--- src/rtl/core/snc_pkg.sv ---
// Shared types and constants for the sorting network checker.
// Holds the port field widths, the microcode word layout and the sequencer flags.
// No dependencies; every other file imports this package.
package snc_pkg;

   localparam int OP_W     = 1;
   localparam int WIRE_W   = 3;
   localparam int STAGE_W  = 4;
   localparam int LABEL_W  = 8;
   localparam int VALUE_W  = 32;
   localparam int WCFG_W   = 4;
   localparam int SCFG_W   = 5;
   localparam int CSR_IDX_W  = 2;
   localparam int CSR_DATA_W = 8;
   localparam int UPC_W    = 5;

   localparam logic [OP_W-1:0] OP_LABEL  = 1'b0;
   localparam logic [OP_W-1:0] OP_NUMBER = 1'b1;

   localparam logic [LABEL_W-1:0] NO_PAIR_LABEL = 8'h2D;

   localparam logic [CSR_IDX_W-1:0] CSR_WIRES  = 2'd0;
   localparam logic [CSR_IDX_W-1:0] CSR_STAGES = 2'd1;

   localparam logic [WCFG_W-1:0] WIRES_RESET  = 4'd8;
   localparam logic [SCFG_W-1:0] STAGES_RESET = 5'd16;

   typedef logic [UPC_W-1:0] upc_type;

   typedef enum logic [3:0] {
      CND_NEVER    = 4'd0,
      CND_ALWAYS   = 4'd1,
      CND_NO_START = 4'd2,
      CND_I_MORE   = 4'd3,
      CND_SKIP_J   = 4'd4,
      CND_K_MORE   = 4'd5,
      CND_J_MORE   = 4'd6,
      CND_S_MORE   = 4'd7,
      CND_W_ONE    = 4'd8,
      CND_OUT_BUSY = 4'd9
   } cond_type;

   typedef struct packed {
      cond_type cond;
      upc_type  target;
      logic     req_rdy;
      logic     num_rd;
      logic     copy_wr;
      logic     clr_i;
      logic     inc_i;
      logic     rd_i;
      logic     clr_st;
      logic     inc_st;
      logic     clr_j;
      logic     inc_j;
      logic     j_rd;
      logic     j_load;
      logic     k_rd;
      logic     k_cmp;
      logic     j_wb;
      logic     set_sorted;
      logic     ck_first;
      logic     ck_cmp;
      logic     emit;
   } ucode_type;

   typedef struct packed {
      logic start;
      logic i_more;
      logic skip_j;
      logic k_more;
      logic j_more;
      logic s_more;
      logic w_one;
      logic out_busy;
   } flags_type;

endpackage

--- src/rtl/core/snc_useq.sv ---
// Microcode sequencer of the sorting network checker: step counter and control ROM.
// Each step emits one control word; a selected datapath flag takes a jump.
// Depends on snc_pkg.
module snc_useq (
   input  logic               clock,
   input  logic               reset,
   input  snc_pkg::flags_type flags,
   output snc_pkg::ucode_type uc
);
   import snc_pkg::*;

   localparam upc_type PC_IDLE    = 5'd0;
   localparam upc_type PC_CP_RD   = 5'd1;
   localparam upc_type PC_CP_WR   = 5'd2;
   localparam upc_type PC_ST_INIT = 5'd3;
   localparam upc_type PC_J_RD    = 5'd4;
   localparam upc_type PC_J_CHK   = 5'd5;
   localparam upc_type PC_K_RD    = 5'd6;
   localparam upc_type PC_K_CMP   = 5'd7;
   localparam upc_type PC_J_WB    = 5'd8;
   localparam upc_type PC_J_NEXT  = 5'd9;
   localparam upc_type PC_S_NEXT  = 5'd10;
   localparam upc_type PC_CK_INIT = 5'd11;
   localparam upc_type PC_CK_RD0  = 5'd12;
   localparam upc_type PC_CK_LD   = 5'd13;
   localparam upc_type PC_CK_RD   = 5'd14;
   localparam upc_type PC_CK_CMP  = 5'd15;
   localparam upc_type PC_DONE    = 5'd16;
   localparam upc_type PC_RET     = 5'd17;

   function automatic ucode_type rom_word(input upc_type pc);
      ucode_type w;
      w = '0;
      w.cond = CND_NEVER;
      w.target = PC_IDLE;
      case (pc)
         PC_IDLE: begin
            w.req_rdy = 1'b1;
            w.clr_i = 1'b1;
            w.cond = CND_NO_START;
            w.target = PC_IDLE;
         end
         PC_CP_RD: begin
            w.num_rd = 1'b1;
         end
         PC_CP_WR: begin
            w.copy_wr = 1'b1;
            w.inc_i = 1'b1;
            w.cond = CND_I_MORE;
            w.target = PC_CP_RD;
         end
         PC_ST_INIT: begin
            w.clr_st = 1'b1;
            w.clr_j = 1'b1;
         end
         PC_J_RD: begin
            w.j_rd = 1'b1;
         end
         PC_J_CHK: begin
            w.j_load = 1'b1;
            w.cond = CND_SKIP_J;
            w.target = PC_J_NEXT;
         end
         PC_K_RD: begin
            w.k_rd = 1'b1;
         end
         PC_K_CMP: begin
            w.k_cmp = 1'b1;
            w.cond = CND_K_MORE;
            w.target = PC_K_RD;
         end
         PC_J_WB: begin
            w.j_wb = 1'b1;
         end
         PC_J_NEXT: begin
            w.inc_j = 1'b1;
            w.cond = CND_J_MORE;
            w.target = PC_J_RD;
         end
         PC_S_NEXT: begin
            w.inc_st = 1'b1;
            w.clr_j = 1'b1;
            w.cond = CND_S_MORE;
            w.target = PC_J_RD;
         end
         PC_CK_INIT: begin
            w.set_sorted = 1'b1;
            w.clr_i = 1'b1;
            w.cond = CND_W_ONE;
            w.target = PC_DONE;
         end
         PC_CK_RD0: begin
            w.rd_i = 1'b1;
            w.inc_i = 1'b1;
         end
         PC_CK_LD: begin
            w.ck_first = 1'b1;
         end
         PC_CK_RD: begin
            w.rd_i = 1'b1;
         end
         PC_CK_CMP: begin
            w.ck_cmp = 1'b1;
            w.inc_i = 1'b1;
            w.cond = CND_I_MORE;
            w.target = PC_CK_RD;
         end
         PC_DONE: begin
            w.emit = 1'b1;
            w.cond = CND_OUT_BUSY;
            w.target = PC_DONE;
         end
         PC_RET: begin
            w.cond = CND_ALWAYS;
            w.target = PC_IDLE;
         end
         default: begin
            w.cond = CND_ALWAYS;
            w.target = PC_IDLE;
         end
      endcase
      return w;
   endfunction

   upc_type pc_ff;
   upc_type pc_in;
   logic    taken;

   assign uc = rom_word(pc_ff);

   always_comb begin
      case (uc.cond)
         CND_NEVER:    taken = 1'b0;
         CND_ALWAYS:   taken = 1'b1;
         CND_NO_START: taken = !flags.start;
         CND_I_MORE:   taken = flags.i_more;
         CND_SKIP_J:   taken = flags.skip_j;
         CND_K_MORE:   taken = flags.k_more;
         CND_J_MORE:   taken = flags.j_more;
         CND_S_MORE:   taken = flags.s_more;
         CND_W_ONE:    taken = flags.w_one;
         CND_OUT_BUSY: taken = flags.out_busy;
         default:      taken = 1'b1;
      endcase
      pc_in = taken ? uc.target : upc_type'(pc_ff + 1'b1);
   end

   always_ff @(posedge clock) begin
      if (reset) begin
         pc_ff <= PC_IDLE;
      end else begin
         pc_ff <= pc_in;
      end
   end

endmodule

--- config.mk ---
export PLATFORM = sky130hd
export DESIGN_NAME = snc_useq
export DESIGN_NICKNAME = d
export VERILOG_FILES = /design/src/rtl/core/snc_pkg.sv /design/src/rtl/core/snc_useq.sv
export SDC_FILE = /design/constraint.sdc
export NUM_CORES = 1
export LEC_CHECK = 0
export BUFFER_PORTS_ARGS = -buffer_cell sky130_fd_sc_hd__clkbuf_2
export CAP_MARGIN = 20
export CORE_MARGIN = 5
export CORE_UTILIZATION = 45
export CTS_CLUSTER_DIAMETER = 150
export DETAILED_ROUTE_END_ITERATION = 8
export GPL_ROUTABILITY_DRIVEN = 0
export PLACE_DENSITY_LB_ADDON = 0.25
export SLEW_MARGIN = 10
export SYNTH_ARGS = -nofsm -noshare
export SYNTH_HDL_FRONTEND = slang
export SYNTH_SLANG_ARGS = --single-unit
--- constraint.sdc ---
create_clock -name clock -period 3.2 [get_ports clock]
set_input_delay 0 -clock clock [delete_from_list [all_inputs] [get_ports clock]]
set_output_delay 0 -clock clock [all_outputs]
set_load 0.005 [all_outputs]
==> results of run 1 <==
## power breakdown
group / leakage (nW) / total [mW] / internal, mW / switching [mW]
registers: 0.0409 / 0.108 / 0.0823 / 0.0259
logic: 0.455 / 0.727 / 0.335 / 0.393
clock network: 0.0150 / 0.0748 / 0.0472 / 0.0276
## Yosys cell counts, types with 2 or more instances
master	count	share of area
a21oi_1	2	0.013
a31oi_1	3	0.024
and3_1	2	0.016
buf_6	2	0.028
clkbuf_1	2	0.0095
dfxtp_1	5	0.13
ha_1	5	0.079
inv_1	9	0.043
nand2_1	7	0.033
nand2b_1	5	0.040
nor2_1	18	0.085
nor3_1	6	0.038
nor3b_1	2	0.019
o211ai_1	2	0.019
o21ai_0	3	0.019
o31ai_1	2	0.019
or2_2	3	0.024
or4_1	2	0.019
xnor2_1	2	0.022
## layer usage
layer	global-route usage	part of all wire	up-vias
met5	0	0	-
met4	0.0742	0.013	0
met3	0.0315	0.069	4
met2	0.278	0.48	34
met1	0.225	0.44	432
li1	-	-	462
## critical path: cells and delay by family, from the launching register on
family,cells,cell delay (ns)
mux,1,0.31
simple gates,3,0.85
buf+inv,1,0.09
flops,1,0.34
fa+ha+maj,2,0.51
compound gates,3,0.58
## how the worst max path moves through the flow
stage / start / end / slack [ns] / depth (start not counted)
floorplan: pc_ff[2] / pc_ff[2] / 0.52 / 11
global route: pc_ff[0] / pc_ff[1] / 0.31 / 10
detailed placement: pc_ff[0] / pc_ff[2] / 0.47 / 10
global placement: pc_ff[0] / pc_ff[2] / 0.55 / 10
CTS: pc_ff[0] / pc_ff[2] / 0.45 / 10
finish: pc_ff[0] / pc_ff[2] / 0.45 / 10
## per-stage QoR
stage,std cells,utilization
2_1_floorplan,108,-
3_3_place_gp,166,0.574
3_5_place_dp,166,0.574
4_1_cts,171,0.595
5_1_grt,171,0.595
6_report,171,0.595
## cell type report
| type | instances | area share |
|---|---|---|
| well taps | 25 | 0.0308 |
| repair buffers | 40 | 0.207 |
| multi-input cells | 88 | 0.605 |
| inverters | 9 | 0.0333 |
| clock buffers | 4 | 0.0259 |
| flip-flops and latches | 5 | 0.0985 |
## cell families (layout without fill, tap and decap cells)
group | count (synthesis) | count (layout) | share of synthesized area
mux | 2 | 2 | 0.0332
compound gates | 25 | 25 | 0.263
flops | 5 | 5 | 0.127
xor+xnor | 3 | 3 | 0.0332
buf+inv | 15 | 53 | 0.0965
fa+ha+maj | 5 | 5 | 0.0791
simple gates | 53 | 53 | 0.369
## what timing repair did
action | 4_1_cts | 5_1_grt
hold buffers | 1 | 0
setup endpoints to repair | 0 | 0
hold endpoints to repair | 1 | 0
gates resized for setup | 0 | 0
==> results.txt, run 1 <==
Post-route ant nets: 0
Period minus WS final: 2.75 ns
Top reg by flops: pc_ff
Synthesized area per cell: 7.32 um2
Worst Hold Class: input port to flip-flop
Max-cap violation count: 0
WHS Path Cells: 5
Commonest register cell after synthesis: dfxtp_1
DPL Wire Length: 1890 um
Root Buffer Master: clkbuf_4
DR vias/cell: 5.45
Post-Syn Nets: 123
CP dominant cell by count: ha_1
Die H: 51.9 um
Ant. Diodes: 0
Nets: 162
Outcome: finished clean
Setup Slack @ Placement: 0.470 ns
Vias post-DR: 932
Setup slack after layout: 0.455 ns
CTS tree: yes
Vias in the first global route: 809
WL final: 2300 um
Critical path cell sequence: ha_1, and3_1, ha_1, inv_1, o41a_1, and2_4, mux2_4, o311a_4, or4_1, o21ai_1
Seq/Total Area, Yosys: 0.127
Crit path DAT: 2.93 ns
Worst Hold End: pc_ff[0]
Top Registers: pc_ff: 5 flops
Worst setup EP type: flip-flop
Reg area: 100 um2
Post-Syn Area: 791 um2
Share of post-route cells with drive strength above 1: 0.377
Pin count of the biggest net entering global routing: 22
Inserted Clock Buffers: 3
Initial Utilization: 0.463
I/O Pins: 38
Worst Path Required: 3.38 ns
Area Overhead vs Synth: 28.5%
Fmax: 0.364 GHz
Fill count: 172
Tcrit/Tclk final: 0.858
Fin Hold WS: 0.273 ns
H-tree depth: 1
Most common cell after layout, fill and taps aside: clkbuf_2
First-pass GRT wire length: 3630 um
Die area: 2700 um2
Share of async-settable or async-resettable flops after synthesis: 0
Crit Path Class: flip-flop to flip-flop
Die width: 51.9 um
Cell Pwr Density: 896 nW/um2
First drt pass iteration count: 4
Drt initial violations: 15
Remaining routing DRC violations: 0
Commonest non-fill, non-tap cells in the layout: clkbuf_2 (37), nor2_1 (18), inv_1 (9)
Worst-margin pin slew: 0.479 ns
Finished layout cell area: 1020 um2
R2r endpoint: pc_ff[2]
R2R Setup Slk: 0.45 ns
Post-DP Area: 980 um2
Setup TNS: 0 ns
CORE AREA: 1710 um2
Max Buffers Root-to-Sink: 2
Peak per-stage delay on the critical path: 0.47 ns
EDFF count, synth: 0
FF+latch count, synth: 5
Clk sinks: 5
Worst-Skew Late Latency: 0.25 ns
Rows: 15
Initial antenna violation count: 0
CTS clk-pin slew, worst paths: 0.05 ns
Final setup vio count: 0
CP max FO: 7
Slowest CP cell: or4_1
Post CTS Setup Buffer Count: 0
Fin. Hold Viols: 0
RSZ-0062 raised after global routing: false
Slew Viols, Final: 0
Max reg flops: 5
Cells after Synth: 108
Reg2Reg Depth: 10
GRT Util Overall: 0.174
Warnings from Yosys: 0
Hold_sp: flags[3]
WL/cell: 13.5 um
Final Skew: 0.00642 ns
Worst r2r src: pc_ff[0]
Multi-input logic area: 614 um2
Cell variety after synth: 45
Design Power: 910 uW
Slew HR: 0.681
CP Launch Type: flip-flop
Maximum VDD drop: 0.476 mV
PortBufs: 37
GR Overflow Total: 0
Leakage: 0.511 nW
Power figures use the tool's default switching activity.
==> run 2: changes to the inputs <==
==> constraint.sdc (replaced) <==
create_clock -name clock -period 3.2 [get_ports clock]
set_input_delay 0 -clock clock [delete_from_list [all_inputs] [get_ports clock]]
set_output_delay 0 -clock clock [all_outputs]
set_load 0.05 [all_outputs]
==> run 2 against run 1 <==
Compared with the run above:
- sequential power up 8%
- clock power down 5.7%
- sequential share of layout area down 0.19 points
- clock skew down 0.0061 ns
- critical endpoint unchanged
- cell area up 2.0%
- sequential cell count unchanged
- maximum frequency about the same
- final cell count up 0.58%
- highest routed layer unchanged
==> results.txt, run 2 (same netlist as run 1, synthesis figures left out) <==
Outcome: finished clean
RSZ-0062 raised after global routing: false
Fill count: 177 (+2.9%)
Tcrit/Tclk final: 0.858 (about the same)
Max reg flops: 5 (unchanged)
Cell Pwr Density: 1220 nW/um2 (+36%)
Slew Viols, Final: 0 (unchanged)
Rows: 15 (unchanged)
Ant. Diodes: 0 (unchanged)
I/O Pins: 38 (unchanged)
Setup slack after layout: 0.455 ns (+0.000782 ns)
Post-route ant nets: 0 (unchanged)
CTS Hold Bufs: 1 (unchanged)
Pin count of the biggest net entering global routing: 13 (-41%)
Worst Path Required: 3.37 ns (about the same)
Top reg by flops: pc_ff
Cts repair resizes: 0 (unchanged)
Reg area: 100 um2 (unchanged)
Setup TNS: 0 ns (unchanged)
Worst-margin pin slew: 0.442 ns (-0.0372 ns)
Multi-input logic area: 627 um2 (+2.0%)
H-tree depth: 1 (unchanged)
DP Cell Count: 167 (+0.60%)
DPL Wire Length: 1890 um (+0.43%)
CTS clk-pin slew, worst paths: 0.04 ns (about the same)
Nets: 163 (+0.62%)
Most common cell after layout, fill and taps aside: clkbuf_2
Worst-Skew Late Latency: 0.24 ns (about the same)
Clk sinks: 5 (unchanged)
Worst Hold Class: input port to flip-flop
Post CTS Setup Buffer Count: 0 (unchanged)
PortBufs: 37 (unchanged)
Root Buffer Master: clkbuf_4
Remaining routing DRC violations: 0 (unchanged)
Design Power: 1.26 mW (+39%)
Inserted Clock Buffers: 3 (unchanged)
GR Overflow Total: 0 (unchanged)
Drt initial violations: 12 (-3)
Leakage: 0.518 nW (+1.4%)
Maximum VDD drop: 0.648 mV (+36%)
DR vias/cell: 5.39 (-1.1%)
Setup Slack @ Placement: 0.476 ns (+0.00619 ns)
Slew HR: 0.706 (+0.0248)
GRT Util Overall: 0.177 (+0.00368)
Initial Utilization: 0.463 (unchanged)
WHS Path Cells: 5 (unchanged)
Fmax: 0.364 GHz (about the same)
Vias in the first global route: 865 (+6.9%)
Sw Ratio: 0.620 (+0.129)
Comb power frac: 0.852 (+0.053)
Commonest non-fill, non-tap cells in the layout: clkbuf_2 (37), nor2_1 (17), inv_1 (9)
Reg2Reg Depth: 10 (unchanged)
Initial antenna violation count: 0 (unchanged)
CORE AREA: 1710 um2 (unchanged)
WL final: 2270 um (-1.4%)
Final Skew: 0.000308 ns (-0.00611 ns)
Top Registers: pc_ff: 5 flops
Crit path DAT: 2.91 ns (-0.02 ns)
Worst setup EP type: flip-flop
Clk pwr share: 0.056 (-0.026)
Fin Hold WS: 0.268 ns (-0.00508 ns)
Die width: 51.9 um (unchanged)
Share of power burned in registers: 0.092 (-0.027)
Area Overhead vs Synth: 31.0%
Vias post-DR: 927 (-0.54%)
Crit Path Class: flip-flop to flip-flop
Fin. Hold Viols: 0 (unchanged)
Max-cap violation count: 0 (unchanged)
CP max FO: 7 (unchanged)
First-pass GRT wire length: 3680 um (+1.3%)
Share of post-route cells with drive strength above 1: 0.388 (+0.0110)
Non-filler cells, final: 172 (+0.58%)
First drt pass iteration count: 4 (unchanged)
WL/cell: 13.2 um (-2.0%)
Max Buffers Root-to-Sink: 2 (unchanged)
CP Launch Type: flip-flop
CTS tree: yes
Pint: 481 uW (+3.6%)
P_sw: 783 uW (+75%)
Die H: 51.9 um (unchanged)
Period minus WS final: 2.74 ns (-0.000782 ns)
Final setup vio count: 0 (unchanged)
Die area: 2700 um2 (unchanged)
-- run 2: changes by cell type in the layout (fill, tap and decap cells not counted) --
cell	previous run	this run
buf_4	2	3
nor2_2	0	1
o311ai_2	1	0
nor2_1	18	17
o311ai_4	0	1
-- run 2: worst max-delay path: stages (launching register included) --
cell and delay (ns):
dfxtp_1 0.34, ha_1 0.28, and3_1 0.21, ha_1 0.21
inv_1 0.09, o41a_1 0.17, and2_4 0.17, mux2_4 0.31
o311a_4 0.34, or4_1 0.47, o21ai_1 0.09
-- run 2: path summary, 6_finish.rpt --
kind | startpoint | endpoint | slack [ns]
max | pc_ff[0] | pc_ff[2] | 0.46
min | flags[3] | pc_ff[0] | 0.27
max reg2reg | pc_ff[0] | pc_ff[2] | 0.46
min reg2reg | pc_ff[0] | pc_ff[0] | 0.63
-- run 2: through the flow --
step	util	cell area (um2)
2_1_floorplan	-	803
3_3_place_gp	0.585	1000
3_5_place_dp	0.585	1000
4_1_cts	0.607	1040
5_1_grt	0.607	1040
6_report	0.607	1040
-- run 2: layer usage --
| metal | vias up | wire length, um | GRT usage |
|---|---|---|---|
| met2 | 29 | 1120 | 0.303 |
| met1 | 431 | 972 | 0.213 |
| li1 | 463 | - | - |
| met4 | 0 | 39 | 0.0742 |
| met5 | - | 0 | 0 |
| met3 | 4 | 135 | 0.0344 |
-- run 2: power by group through the flow --
| stage | clock network (mW) | registers (mW) | logic, mW |
|---|---|---|---|
| 6_report | 0.0705 | 0.117 | 1.08 |
| 3_5_place_dp | 0 | 0.117 | 1.08 |
| 4_1_cts | 0.0739 | 0.116 | 1.08 |
| 2_1_floorplan | 0 | 0.0967 | 0.900 |
| 3_3_place_gp | 0 | 0.116 | 1.07 |
| 5_1_grt | 0.0810 | 0.120 | 1.15 |
-- run 2: area by class of cell --
| cell class | instances | share of cell area |
|---|---|---|
| multi-input cells | 88 | 0.605 |
| repair buffers | 41 | 0.210 |
| flip-flops and latches | 5 | 0.0966 |
| inverters | 9 | 0.0326 |
| well taps | 25 | 0.0302 |
| clock buffers | 4 | 0.0254 |
==> run 3: changes to the inputs <==
--- a/config.mk
+++ b/config.mk
@@ -6,4 +6,5 @@
 export NUM_CORES = 1
 export LEC_CHECK = 0
+export ABC_AREA = 1
 export BUFFER_PORTS_ARGS = -buffer_cell sky130_fd_sc_hd__clkbuf_2
 export CAP_MARGIN = 20
@@ -14,5 +15,5 @@
 export GPL_ROUTABILITY_DRIVEN = 0
 export PLACE_DENSITY_LB_ADDON = 0.25
-export SLEW_MARGIN = 10
+export SLEW_MARGIN = 20
 export SYNTH_ARGS = -nofsm -noshare
 export SYNTH_HDL_FRONTEND = slang
==> constraint.sdc (replaced) <==
create_clock -name clock -period 3.2 [get_ports clock]
set_input_delay 0 -clock clock [delete_from_list [all_inputs] [get_ports clock]]
set_output_delay 0 -clock clock [all_outputs]
set_load 0.005 [all_outputs]
==> run 3 against run 2 <==
Compared with the run above:
- global-route usage is 1.5 points lower
- wire length fell by 4.9%
- synthesized area rose by 5.1%
- critical path type unchanged
- hold slack lost 0.21 ns
- die area up 4.1%
- highest routed layer unchanged
- largest power group unchanged
==> results.txt, run 3 <==
Slew Viols, Final: 0 (unchanged)
Pint: 414 uW (-14%)
Top reg by flops: pc_ff
Fmax: 0.486 GHz (+33%)
Ant. Diodes: 0 (unchanged)
Inserted Clock Buffers: 3 (unchanged)
Worst setup EP type: flip-flop
WL/cell: 9.94 um (-25%)
CP max FO: 10 (+3)
Comb power frac: 0.807 (-0.045)
Nets: 208 (+28%)
Setup TNS: 0 ns (unchanged)
Leakage: 0.769 nW (+48%)
Vias post-DR: 978 (+5.5%)
Final setup vio count: 0 (unchanged)
Critical path cell sequence: ha_1, inv_1, nor2_1, ha_1, inv_1, nand3_2, nand2_1, nand2_1, nand3_1, nand2_1, nand3_4, nor2_1, nor2_2
DR vias/cell: 4.51 (-16%)
Clk pwr share: 0.074 (+0.018)
First drt pass iteration count: 4 (unchanged)
CTS tree: yes
Non-filler cells, final: 217 (+26%)
I/O Pins: 38 (unchanged)
Peak per-stage delay on the critical path: 0.38 ns (-0.09 ns)
Final Skew: 0.000660 ns (+0.000352 ns)
Warnings from Yosys: 0 (unchanged)
Cell variety after synth: 25 (-44%)
Post-route ant nets: 0 (unchanged)
P_sw: 535 uW (-32%)
Sw Ratio: 0.564 (-0.0558)
Remaining routing DRC violations: 0 (unchanged)
Outcome: finished clean
DPL Wire Length: 1860 um (-1.9%)
GRT Util Overall: 0.162 (-0.0150)
Synthesized area per cell: 5.47 um2 (-25%)
Fill count: 177 (unchanged)
CTS clk-pin slew, worst paths: 0.04 ns (about the same)
Fin. Hold Viols: 0 (unchanged)
H-tree depth: 1 (unchanged)
Slew HR: 0.817 (+0.111)
Share of post-route cells with drive strength above 1: 0.313 (-0.0753)
Worst Path Required: 3.33 ns (-0.04 ns)
Crit path DAT: 2.19 ns (-0.72 ns)
Critical path buffers and inverters: 2 (+1)
Commonest register cell after synthesis: dfxtp_1
Share of async-settable or async-resettable flops after synthesis: 0 (unchanged)
CP dominant cell by count: nand2_1
Top Registers: pc_ff: 5 flops
Post-synth top area cell: nand2_1
Pin count of the biggest net entering global routing: 11 (-2)
Commonest cells post-synth: nand2_1 (36), inv_1 (34), nor2_1 (32)
Die area: 2810 um2 (+4.1%)
Top area cells in the synthesized netlist: nand2_1 (16%), inv_1 (15%), nor2_1 (14%), dfxtp_1 (12%), ha_1 (7.5%)
Die H: 53.0 um (+2.0%)
Clk sinks: 5 (unchanged)
Post-Syn Nets: 167 (+36%)
Initial Utilization: 0.476 (+0.0130)
Cts repair resizes: 0 (unchanged)
Root Buffer Master: clkbuf_4
Die width: 53.0 um (+2.0%)
Crit Path Class: flip-flop to flip-flop
Worst path top cell family by delay: simple AND/OR/NAND/NOR gates
WL final: 2160 um (-4.9%)
Initial antenna violation count: 0 (unchanged)
Count leader, synth: nand2_1
Maximum VDD drop: 0.544 mV (-16%)
CP Launch Type: flip-flop
Post-Syn Area: 831 um2 (+5.1%)
Cell Pwr Density: 890 nW/um2 (-27%)
CTS Hold Bufs: 0 (-1)
Max-cap violation count: 0 (unchanged)
EDFF count, synth: 0 (unchanged)
Worst-margin pin slew: 0.274 ns (-0.167 ns)
Worst Hold Class: input port to flip-flop
Cells after Synth: 152 (+41%)
Post CTS Setup Buffer Count: 0 (unchanged)
First-pass GRT wire length: 3460 um (-5.8%)
Period minus WS final: 2.06 ns (-0.687 ns)
Slowest CP cell: dfxtp_1
FF+latch count, synth: 5 (unchanged)
Commonest non-fill, non-tap cells in the layout: clkbuf_2 (37), nand2_1 (36), inv_1 (34)
Area Overhead vs Synth: 28.3%
PortBufs: 37 (unchanged)
Vias in the first global route: 811 (-6.2%)
Share of power burned in registers: 0.119 (+0.027)
Rows: 15 (unchanged)
R2R Setup Slk: 1.14 ns (+0.69 ns)
Tcrit/Tclk final: 0.643 (-0.215)
Yosys top cell area share: 0.163 (+0.0361)
GR Overflow Total: 0 (unchanged)
DP Cell Count: 213 (+28%)
Drt initial violations: 27 (+15)
Worst-Skew Late Latency: 0.24 ns (about the same)
Max reg flops: 5 (unchanged)
RSZ-0062 raised after global routing: false
Max Buffers Root-to-Sink: 2 (unchanged)
Seq/Total Area, Yosys: 0.120 (-0.00610)
Most common cell after layout, fill and taps aside: clkbuf_2
CORE AREA: 1750 um2 (+2.2%)
==> run 3: cell types whose count changed in the layout (fill, tap and decap cells not counted), moves of 3 or more <==
cell / before / now
a31oi_1: 3 / 0
buf_4: 3 / 0
inv_1: 9 / 34
inv_2: 0 / 5
nand2_1: 7 / 36
nand2_2: 0 / 3
nand2b_1: 5 / 0
nand3_1: 1 / 7
nand4_1: 0 / 3
nor2_1: 17 / 32
nor3_1: 6 / 1
or2_2: 3 / 0
==> run 3: final cells by class <==
type	instances	area [um2]	share of cell area
Timing Repair Buffer	37	185	0.174
Sequential cell	5	100	0.0939
Tap cell	25	31.3	0.0293
Multi-Input combinational cell	106	573	0.538
Clock buffer	4	26.3	0.0246
Inverter	40	150	0.141
==> run 3: worst reg2reg max path: cells and delay by family, from the launching register on <==
family,cells,cell delay [ns]
AND/OR/NAND/NOR,9,0.87
adder cells (fa/ha/maj),2,0.49
flip-flops,1,0.38
buffers and inverters,2,0.20
==> run 3: power groups by stage <==
stage / Combinational [mW] / Clock (mW) / Sequential, mW
finish: 0.766 / 0.0707 / 0.113
global route: 0.870 / 0.0783 / 0.117
CTS: 0.772 / 0.0737 / 0.113
detailed placement: 0.770 / 0 / 0.114
global placement: 0.756 / 0 / 0.112
floorplan: 0.577 / 0 / 0.109
==> run 3: final timing paths <==
check | from | to | depth (start not counted)
max reg2reg | pc_ff[1] | pc_ff[0] | 13
max | pc_ff[1] | pc_ff[0] | 13
min | reset | pc_ff[1] | 4
min reg2reg | pc_ff[0] | pc_ff[0] | 3
==> run 3: kinds of logic (layout without fill, tap and decap cells) <==
kind of cell / Yosys count / in the layout / synth area share
XOR/XNOR: 2 / 2 / 0.0211
AO/OA/AOI/OAI: 7 / 7 / 0.0587
AND/OR/NAND/NOR: 92 / 92 / 0.535
flip-flops: 5 / 5 / 0.120
adder cells (fa/ha/maj): 5 / 5 / 0.0753
buffers and inverters: 41 / 81 / 0.190
==> run 3: stage by stage <==
step	cell area, um2	hold slack [ns]	total power, mW	util	setup slack [ns]
5_1_grt	1070	0.0820	1.07	0.611	0.823
3_3_place_gp	1040	0.293	0.868	0.596	1.23
4_1_cts	1070	0.0482	0.959	0.611	1.14
2_1_floorplan	831	0.191	0.687	-	1.36
3_5_place_dp	1040	0.301	0.883	0.596	1.15
6_report	1070	0.0545	0.949	0.611	1.14
==> run 3: metal layers <==
layer  GRT usage  share of wire  up-vias
met3      0.0197          0.078        2
met1       0.237           0.48      413
li1            -              -      527
met4      0.0511         0.0088        0
met2       0.244           0.43       36
met5           0              0        -
